## config.mk

```make
export PLATFORM = sky130hd
export DESIGN_NAME = frame_stream_verifier_core
export DESIGN_NICKNAME = d
export VERILOG_FILES = /design/src/fsv_pkg.sv /design/src/frame_stream_verifier_core.sv
export VERILOG_INCLUDE_DIRS = /design/src /design/src/src
export SDC_FILE = /design/constraint.sdc
export NUM_CORES = 1
export LEC_CHECK = 0
export ABC_AREA = 1
export BUFFER_PORTS_ARGS = -buffer_cell sky130_fd_sc_hd__buf_2
export CELL_PAD_IN_SITES_DETAIL_PLACEMENT = 2
export CELL_PAD_IN_SITES_GLOBAL_PLACEMENT = 2
export CORE_MARGIN = 1
export CORE_UTILIZATION = 37
export CTS_CLUSTER_DIAMETER = 200
export DETAILED_ROUTE_END_ITERATION = 10
export GPL_TIMING_DRIVEN = 0
export PLACE_DENSITY_LB_ADDON = 0.1
export SLEW_MARGIN = 20
export SYNTH_ARGS = -nofsm -noshare
export SYNTH_HDL_FRONTEND = slang
export SYNTH_SLANG_ARGS = --single-unit
```

## constraint.sdc

```tcl
create_clock -name clk -period 3.8 [get_ports clk]
set_clock_uncertainty 0.05 [all_clocks]
set_input_delay 1.14 -clock clk [delete_from_list [all_inputs] [get_ports clk]]
set_output_delay 1.14 -clock clk [all_outputs]
set_load 0.005 [all_outputs]
```

## src/frame_stream_verifier_core_macros.svh

```systemverilog
// Assertion macros used by the frame stream verifier RTL.
`ifndef FRAME_STREAM_VERIFIER_CORE_MACROS_SVH
`define FRAME_STREAM_VERIFIER_CORE_MACROS_SVH
`ifndef SYNTHESIS
// Same-cycle implication, sampled on clk, off while rst_n is low.
`define FSV_ASSERT_IMP(label, cond, prop) \
    label: assert property (@(posedge clk) disable iff (!rst_n) (cond) |-> (prop)) \
        else $error("frame_stream_verifier_core: same-cycle check failed");
// Next-cycle implication, sampled on clk, off while rst_n is low.
`define FSV_ASSERT_NXT(label, cond, prop) \
    label: assert property (@(posedge clk) disable iff (!rst_n) (cond) |=> (prop)) \
        else $error("frame_stream_verifier_core: next-cycle check failed");
`else
`define FSV_ASSERT_IMP(label, cond, prop)
`define FSV_ASSERT_NXT(label, cond, prop)
`endif
`endif

```

## src/fsv_pkg.sv

```systemverilog
// Types, constants and helpers for the frame stream verifier.
package fsv_pkg;

    typedef enum logic [2:0] {
        ERR_NONE     = 3'd0,
        ERR_HEAD0    = 3'd1,
        ERR_HEAD1    = 3'd2,
        ERR_LENGTH   = 3'd3,
        ERR_PLUS     = 3'd4,
        ERR_HASH     = 3'd5,
        ERR_CHECKSUM = 3'd6,
        ERR_SIZE     = 3'd7
    } err_code_t;

    typedef logic [7:0] byte_t;
    typedef logic [8:0] pos_t;

    localparam byte_t CHAR_PLUS  = 8'h2B;
    localparam byte_t CHAR_HASH  = 8'h23;
    localparam byte_t CHAR_UPPER_A = 8'h41;
    localparam byte_t CHAR_UPPER_Z = 8'h5A;
    localparam byte_t CHAR_DIGIT_0 = 8'h30;
    localparam byte_t CHAR_DIGIT_9 = 8'h39;

    // Frame overhead: header(2), length, id, '+', '#', checksum.
    localparam pos_t FRAME_OVERHEAD = 9'd7;
    localparam pos_t POS_MAX        = 9'd256;
    // Last position of a frame that still has a legal size (count 255).
    localparam pos_t POS_LAST_MAX   = 9'd254;
    localparam pos_t POS_LAST_MIN   = FRAME_OVERHEAD - 9'd1;

    localparam pos_t POS_HEAD0 = 9'd0;
    localparam pos_t POS_HEAD1 = 9'd1;
    localparam pos_t POS_LEN   = 9'd2;
    localparam pos_t POS_ID    = 9'd3;
    localparam pos_t POS_PLUS  = 9'd4;

    function automatic logic is_header_char(input byte_t b);
        return ((b >= CHAR_UPPER_A) && (b <= CHAR_UPPER_Z)) ||
               ((b >= CHAR_DIGIT_0) && (b <= CHAR_DIGIT_9));
    endfunction

endpackage

```

## src/frame_stream_verifier_core.sv

```systemverilog
// Frame stream verifier: byte-serial frame checker with XOR checksum.
//
//   channel | handshake            | payload
//   --------+----------------------+--------------------------------------------
//   in      | in_valid / in_ready  | byte_value, last_byte
//   out     | out_valid / out_ready| frame_ok, error_code, header_first,
//           |                      | header_second, frame_number, length_field
//
// One beat per cycle, sustained: a byte is first held in the input register,
// then updates the running state as it leaves; the last byte of a frame loads
// the result register as it leaves the input register, which raises out_valid.
// Only a last byte waits on the output side: it holds in the input register
// while an earlier result is still untaken, and that backs up in_ready.
// rst_n (asynchronous, active low) clears all frame state and both valids.
`include "frame_stream_verifier_core_macros.svh"

module frame_stream_verifier_core
(
    input  logic                clk,
    input  logic                rst_n,
    input  logic                in_valid,
    output logic                in_ready,
    input  fsv_pkg::byte_t      byte_value,
    input  logic                last_byte,
    output logic                out_valid,
    input  logic                out_ready,
    output logic                frame_ok,
    output fsv_pkg::err_code_t  error_code,
    output fsv_pkg::byte_t      header_first,
    output fsv_pkg::byte_t      header_second,
    output fsv_pkg::byte_t      frame_number,
    output fsv_pkg::byte_t      length_field
);
    import fsv_pkg::*;

    // Input register stage.
    logic       s1_valid_reg, s1_valid_next;
    byte_t      s1_byte_reg;
    logic       s1_last_reg;

    // Running frame state.
    pos_t       pos_reg, pos_next;
    byte_t      xor_reg, xor_next;
    byte_t      prev_reg, prev_next;
    byte_t      hf_reg, hf_next;
    byte_t      hs_reg, hs_next;
    byte_t      id_reg, id_next;
    byte_t      len_reg, len_next;
    err_code_t  ferr_reg, ferr_next;

    // Result register.
    logic       out_valid_reg, out_valid_next;
    logic       ok_reg;
    err_code_t  code_reg;
    byte_t      rhf_reg, rhs_reg, rid_reg, rlen_reg;

    logic       out_free;
    logic       s1_advance;
    logic       in_fire;
    logic       res_load;
    logic       hdr_bad;
    err_code_t  code_calc;
    byte_t      len_expect;

    // A result slot is free when empty or being drained this cycle.
    assign out_free   = !out_valid_reg || out_ready;
    // Non-last bytes never need the result slot; a last byte waits for it.
    assign s1_advance = s1_valid_reg && (!s1_last_reg || out_free);
    assign in_ready   = !s1_valid_reg || s1_advance;
    assign in_fire    = in_valid && in_ready;
    assign res_load   = s1_advance && s1_last_reg;

    assign hdr_bad    = !is_header_char(s1_byte_reg);
    // Length byte must equal (count - 7) mod 256, count = position + 1.
    assign len_expect = pos_reg[7:0] - POS_LAST_MIN[7:0];

    always_comb
    begin
        s1_valid_next = in_fire ? 1'b1 : (s1_advance ? 1'b0 : s1_valid_reg);

        // Capture the header, length and id bytes at their positions.
        hf_next   = (pos_reg == POS_HEAD0) ? s1_byte_reg : hf_reg;
        hs_next   = (pos_reg == POS_HEAD1) ? s1_byte_reg : hs_reg;
        len_next  = (pos_reg == POS_LEN)   ? s1_byte_reg : len_reg;
        id_next   = (pos_reg == POS_ID)    ? s1_byte_reg : id_reg;

        // Keep the first failure among the per-byte checks.
        ferr_next = ferr_reg;
        if (ferr_reg == ERR_NONE)
        begin
            if ((pos_reg == POS_HEAD0) && hdr_bad)
                ferr_next = ERR_HEAD0;
            else if ((pos_reg == POS_HEAD1) && hdr_bad)
                ferr_next = ERR_HEAD1;
            else if ((pos_reg == POS_PLUS) && (s1_byte_reg != CHAR_PLUS))
                ferr_next = ERR_PLUS;
        end

        // End-of-frame verdict, first failing check wins.
        priority if ((pos_reg < POS_LAST_MIN) || (pos_reg > POS_LAST_MAX))
            code_calc = ERR_SIZE;
        else if ((ferr_next == ERR_HEAD0) || (ferr_next == ERR_HEAD1))
            code_calc = ferr_next;
        else if (len_next != len_expect)
            code_calc = ERR_LENGTH;
        else if (ferr_next == ERR_PLUS)
            code_calc = ERR_PLUS;
        else if (prev_reg != CHAR_HASH)
            code_calc = ERR_HASH;
        else if (xor_reg != s1_byte_reg)
            code_calc = ERR_CHECKSUM;
        else
            code_calc = ERR_NONE;

        xor_next  = xor_reg ^ s1_byte_reg;
        prev_next = s1_byte_reg;
        pos_next  = (pos_reg < POS_MAX) ? (pos_reg + 9'd1) : pos_reg;

        out_valid_next = res_load ? 1'b1 : (out_ready ? 1'b0 : out_valid_reg);
    end

    // Input register: take a beat whenever the stage is free or moving on.
    always_ff @(posedge clk or negedge rst_n)
    begin
        if (!rst_n)
            s1_valid_reg <= 1'b0;
        else
            s1_valid_reg <= s1_valid_next;
    end

    always_ff @(posedge clk)
    begin
        if (in_fire)
        begin
            s1_byte_reg <= byte_value;
            s1_last_reg <= last_byte;
        end
    end

    // Frame state: advance on every byte, clear after the last one.
    always_ff @(posedge clk or negedge rst_n)
    begin
        if (!rst_n)
        begin
            pos_reg  <= '0;
            xor_reg  <= '0;
            prev_reg <= '0;
            hf_reg   <= '0;
            hs_reg   <= '0;
            id_reg   <= '0;
            len_reg  <= '0;
            ferr_reg <= ERR_NONE;
        end
        else if (s1_advance)
        begin
            if (s1_last_reg)
            begin
                pos_reg  <= '0;
                xor_reg  <= '0;
                prev_reg <= '0;
                hf_reg   <= '0;
                hs_reg   <= '0;
                id_reg   <= '0;
                len_reg  <= '0;
                ferr_reg <= ERR_NONE;
            end
            else
            begin
                pos_reg  <= pos_next;
                xor_reg  <= xor_next;
                prev_reg <= prev_next;
                hf_reg   <= hf_next;
                hs_reg   <= hs_next;
                id_reg   <= id_next;
                len_reg  <= len_next;
                ferr_reg <= ferr_next;
            end
        end
    end

    // Result register: load on the last byte, hold until taken.
    always_ff @(posedge clk or negedge rst_n)
    begin
        if (!rst_n)
            out_valid_reg <= 1'b0;
        else
            out_valid_reg <= out_valid_next;
    end

    always_ff @(posedge clk)
    begin
        if (res_load)
        begin
            ok_reg   <= (code_calc == ERR_NONE);
            code_reg <= code_calc;
            rhf_reg  <= hf_next;
            rhs_reg  <= hs_next;
            rid_reg  <= id_next;
            rlen_reg <= len_next;
        end
    end

    assign out_valid     = out_valid_reg;
    assign frame_ok      = ok_reg;
    assign error_code    = code_reg;
    assign header_first  = rhf_reg;
    assign header_second = rhs_reg;
    assign frame_number  = rid_reg;
    assign length_field  = rlen_reg;

    `FSV_ASSERT_IMP(a_pos_bound, 1'b1, pos_reg <= POS_MAX)
    `FSV_ASSERT_NXT(a_clear_after_last, res_load, (pos_reg == '0) && (ferr_reg == ERR_NONE))
    `FSV_ASSERT_NXT(a_pos_step, s1_advance && !s1_last_reg && (pos_reg < POS_MAX), pos_reg == $past(pos_reg) + 9'd1)
    `FSV_ASSERT_IMP(a_ok_matches_code, out_valid_reg, ok_reg == (code_reg == ERR_NONE))

endmodule

```

=== After elaboration in Yosys (flattened, before gate mapping) ===
Index checks and enable logic that the tools add are counted.
W data, S select, Z words.

* Register bits after elaboration: 107
* Bits of input ports: 13
* Output and inout port bits: 38
* Logic and storage cells: 91

* Add/subtract/negate cells: 2
* Order comparisons: 7
* Equality and inequality tests: 11
* Muxes and demuxes: 27
* Bitwise gates (word level): 1
* Reductions and logical operators: 25

{| class="wikitable"
|+ Operators by type and width
! cell !! count
|-
| $mux W8 || 10
|-
| $mux W3 || 11
|-
| $eq A9 B2 Y1 const B || 2
|-
| $mux W9 || 2
|-
| $ne A8 B6 Y1 const B || 2
|-
| $ne A8 B8 Y1 || 2
|-
| $add A9 B1 Y9 const B || 1
|-
| $eq A9 B1 Y1 const B || 1
|-
| $eq A9 B3 Y1 const B || 1
|-
| $gt A9 B8 Y1 const B || 1
|-
| $logic_not A9 Y1 || 1
|-
| $lt A9 B3 Y1 const B || 1
|-
| $lt A9 B9 Y1 const B || 1
|-
| $ge A8 B6 Y1 const B || 1
|-
| $ge A8 B7 Y1 const B || 1
|-
| $le A8 B6 Y1 const B || 1
|-
| $le A8 B7 Y1 const B || 1
|-
| $logic_and A1 B1 Y1 || 8
|-
| $sub A8 B3 Y8 const B || 1
|-
| $xor A8 B8 Y8 || 1
|-
| $logic_not A3 Y1 || 2
|-
| $logic_or A1 B1 Y1 || 6
|-
| $reduce_bool A2 Y1 || 3
|-
| $logic_not A1 Y1 || 4
|-
| 5 further kinds || 8
|}

=== Logic depth before layout (Yosys ltp) ===
* Word-level depth: 14
* Gate-level depth with buffers: 18
* Mapped depth without buffers: 17

=== Worst setup path after synthesis ===
No wires, ideal clock.

* Path kind: input port to flip-flop
* Start point: input out_ready
* End point: register pos_reg[6]
* Setup time: 0.129 ns
* Data arrival time: 3.331 ns
* Required time: 3.621 ns
* Path slack: 0.290 ns
* Cell stages on the path: 9
* Path buffers: 0
* Path through: inv_1 nand3_1 nand2_1 inv_1 nand2_1 clkinv_1 nor2_1 nor4_1 a221oi_1

* Cells in the longest elaborated chain, start to end: 4

{| class="wikitable"
|+ RTL lines
! element !! RTL line !! text
|-
| start, declared || frame_stream_verifier_core.sv:26 || <nowiki>input logic out_ready,</nowiki>
|-
| $logic_or A1 B1 Y1 || frame_stream_verifier_core.sv:66 || <nowiki>assign out_free = !out_valid_reg || out_ready;</nowiki>
|-
| $logic_or A1 B1 Y1 || frame_stream_verifier_core.sv:68 || <nowiki>assign s1_advance = s1_valid_reg && (!s1_last_reg || out_free);</nowiki>
|-
| $logic_and A1 B1 Y1 || frame_stream_verifier_core.sv:68 ||
|-
| $reduce_and A2 Y1 (no line) || - ||
|-
| end signal, assigned || frame_stream_verifier_core.sv:169 || <nowiki>pos_reg <= pos_next;</nowiki>
|-
| end, declared || frame_stream_verifier_core.sv:42 || <nowiki>pos_t pos_reg, pos_next;</nowiki>
|}

No other way between the ends.
A chain may end at the register's enable or synchronous reset.

=== Worst setup path after layout ===
Ends and elaborated chain as after synthesis.

==> impl_metrics.sql <==
INSERT INTO impl_metrics (metric_group, metric, value, unit) VALUES
('critical_path', 'worst_setup_path_start_kind', 'input port', ''),
('critical_path', 'worst-path-buf-inv', '5', ''),
('sta', 'finalSetupViolations', '0', ''),
('critical_path', 'critical_path.top_delay_family', 'simple AND/OR/NAND/NOR gates', ''),
('critical_path', 'path_class', 'in2reg', ''),
('final_layout', 'ratio_of_cells_with_drive_above_1_in_the_final_layout', '0.154', ''),
('critical_path', 'timing.critical_path.cells', 'buf_2, inv_1, nand3_1, nand2_1, inv_1, nand2_1, clkinv_2, buf_12, nor2_1, nor4_1, a221oi_1', ''),
('grt', 'global_route.usage.total', '0.215', ''),
('floorplanning', 'die_w', '118', 'µm'),
('yosys', 'post_synth_inst_count', '528', ''),
('final_layout', 'area_growth', '16.5', '%'),
('sta', 'fin_crit_sh', '0.823', ''),
('grt', 'grt_pass1_vias', '4292', ''),
('critical_path', 'worstPathRequired', '4010', 'ps'),
('sta', 'fmax', '0.320', 'GHz'),
('yosys', 'synth.ff_latch_count', '107', ''),
('yosys', 'yosys-top-cells-area', 'sky130_fd_sc_hd__dfrtp_1 (31%), sky130_fd_sc_hd__edfxtp_1 (27%), sky130_fd_sc_hd__inv_1 (7.7%), sky130_fd_sc_hd__nand2_1 (6.5%), sky130_fd_sc_hd__o22ai_1 (4.4%)', ''),
('sta', 'finalMaxSlewViolations', '0', ''),
('yosys', 'yosysWarnings', '0', ''),
('yosys', 'mappedNetlistArea', '0.00497', 'mm²'),
('sta', 'finalHoldWorstSlack', '432', 'ps'),
('route', 'drt-pass1-iter-count', '4', ''),
('clocking', 'clockRootBuffer', 'sky130_fd_sc_hd__clkbuf_16', ''),
('clocking', 'clock_sink_count', '107', ''),
('final_layout', 'insertedDiodeCount', '0', ''),
('sta', 'timing_worst_slew_pin_value', '743', 'ps'),
('floorplanning', 'ioPinCount', '51', ''),
('grt', 'grt.busiest_layer', 'met2', ''),
('route', 'drtAntennaViolNets', '0', ''),
('floorplanning', 'row_count', '41', ''),
('grt', 'grt_use_met2', '0.393', ''),
('sta', 'finalHoldViolations', '0', ''),
('critical_path', 'critPathSlowestCell', 'sky130_fd_sc_hd__clkinv_2', ''),
('floorplanning', 'floorplan.initialDensity', '0.386', ''),
('grt', 'grt_start_max_net_pins', '37', ''),
('placement', 'detailedPlacementHpwl', '9970', 'µm'),
('critical_path', 'reg2reg_setup_slack', '1130', 'ps'),
('placement', 'placement.io_buffers', '50', ''),
('outcome', 'status', 'finished clean', ''),
('clocking', 'clk_transition_reported_paths', '70', 'ps'),
('yosys', 'yosys.cell_count.top_type', 'sky130_fd_sc_hd__inv_1', ''),
('yosys', 'ys_top_cells_by_count', 'sky130_fd_sc_hd__inv_1 (102), sky130_fd_sc_hd__nand2_1 (86), sky130_fd_sc_hd__dfrtp_1 (62)', ''),
('yosys', 'ys.flop_type', 'sky130_fd_sc_hd__dfrtp_1', ''),
('yosys', 'netlist.top_cell.by_area', 'sky130_fd_sc_hd__dfrtp_1', ''),
('final_layout', 'largest_reg_flops', '9', ''),
('yosys', 'yosysTopAreaCellShare', '0.312', ''),
('grt', 'grt_overflow_total', '0', ''),
('power_and_ir_drop', 'vdd_drop_max', '0.340', 'mV'),
('final_layout', 'final_nets', '609', ''),
('clocking', 'cts_post_setup_buffers_inserted', '0', ''),
('floorplanning', 'core_region_area', '0.0129', 'mm²'),
('critical_path', 'cp_peak_stage_delay', '340', 'ps'),
('grt', 'met1_usage', '0.257', ''),
('sta', 'setup_repair_after_global_routing_missed_its_margin', 'false', ''),
('placement', 'gp_routability_congestion', '0.776', ''),
('power_and_ir_drop', 'power.density', '679', 'mW/mm²'),
('sta', 'tns', '0', 'ps'),
('yosys', 'ys_seq_area_frac', '0.584', ''),
('sta', 'slew_headroom', '0.505', ''),
('worst_hold_path', 'hold_class', 'reg2reg', ''),
('clocking', 'cts_inserted_buffers', '9', ''),
('yosys', 'synth_async_sr_flop_share', '0.579', ''),
('yosys', 'count_of_different_cell_masters_after_synthesis', '35', ''),
('power_and_ir_drop', 'power.leakage', '2.80', 'nW'),
('route', 'wire_per_inst', '18.1', 'µm'),
('grt', 'grt_pass1_wl', '22800', 'µm'),
('run', 'maxCapViolCount', '0', ''),
('route', 'initialDrtViolationCount', '141', ''),
('sta', 'finalCriticalPeriod', '3130', 'ps'),
('grt', 'grt_antenna_before_repair', '0', ''),
('clocking', 'cts_tree', 'built', '');
## layout make-up
| cell class | instances | area [µm²] |
|---|---|---|
| clock inverters | 5 | 58.8 |
| plain buffers | 20 | 86.3 |
| flip-flops and latches | 107 | 2900 |
| fillers | 1402 | 7090 |
| repair buffers | 52 | 293 |
| inverters | 107 | 403 |
| well taps | 172 | 215 |
| clock buffers | 11 | 253 |
| multi-input cells | 294 | 1580 |
## through the flow
stage	setup WS, ps	utilization	area, µm²	std cells	total power, mW
2_1_floorplan	290	-	4970	528	2.53
3_3_place_gp	-846	0.422	5440	750	2.85
3_5_place_dp	247	0.426	5480	752	2.97
4_1_cts	600	0.450	5790	768	3.99
5_1_grt	385	0.450	5790	768	4.21
6_report	672	0.450	5790	768	3.93
## metal layers
metal | up-vias | share of wire
met5 | - | 0
met4 | 0 | 0.012
met3 | 11 | 0.021
met2 | 45 | 0.53
met1 | 1986 | 0.44
li1 | 1843 | -
## cell families (layout without fill, tap and decap cells)
kind of cell / count (synthesis) / count (layout) / synth area share
simple gates: 175 / 175 / 0.156
fa+ha+maj: 5 / 5 / 0.0126
flops: 107 / 107 / 0.584
xor+xnor: 17 / 17 / 0.0300
compound gates: 97 / 97 / 0.119
buf+inv: 127 / 195 / 0.0982
## tightest hold or removal path: cells and delay by family (launching register included)
family / cells / cell delay, ps
AND/OR/NAND/NOR: 2 / 110
flip-flops: 1 / 350
## cells in the final DEF (no fill, tap or decap), types with 14 or more instances in the layout
master and instances:
sky130_fd_sc_hd__o22ai_1 35, sky130_fd_sc_hd__clkbuf_1 16, sky130_fd_sc_hd__inv_1 102, sky130_fd_sc_hd__nand2_1 86, sky130_fd_sc_hd__dfrtp_1 62, sky130_fd_sc_hd__a21oi_1 25, sky130_fd_sc_hd__edfxtp_1 45, sky130_fd_sc_hd__nor2_1 42
sky130_fd_sc_hd__buf_2 52, sky130_fd_sc_hd__nand3_1 14, sky130_fd_sc_hd__o21ai_0 22
## worst paths after layout
check                               to  depth (start not counted)   startpoint
setup / recovery            pos_reg[6]                         11    out_ready
hold / removal             prev_reg[2]                          2  prev_reg[2]
setup reg to reg              frame_ok                         15   pos_reg[0]
hold reg to reg            prev_reg[2]                          2  prev_reg[2]
max in group asynchronous    hf_reg[6]                          2        rst_n
min in group asynchronous   pos_reg[7]                          1        rst_n
## power breakdown
group / internal, mW / switching [mW] / leakage, nW / total, mW
Combinational: 0.443 / 0.908 / 1.40 / 1.35
Sequential: 1.50 / 0.0982 / 1.25 / 1.60
Clock: 0.550 / 0.434 / 0.150 / 0.984
Power figures use the tool's default switching activity.
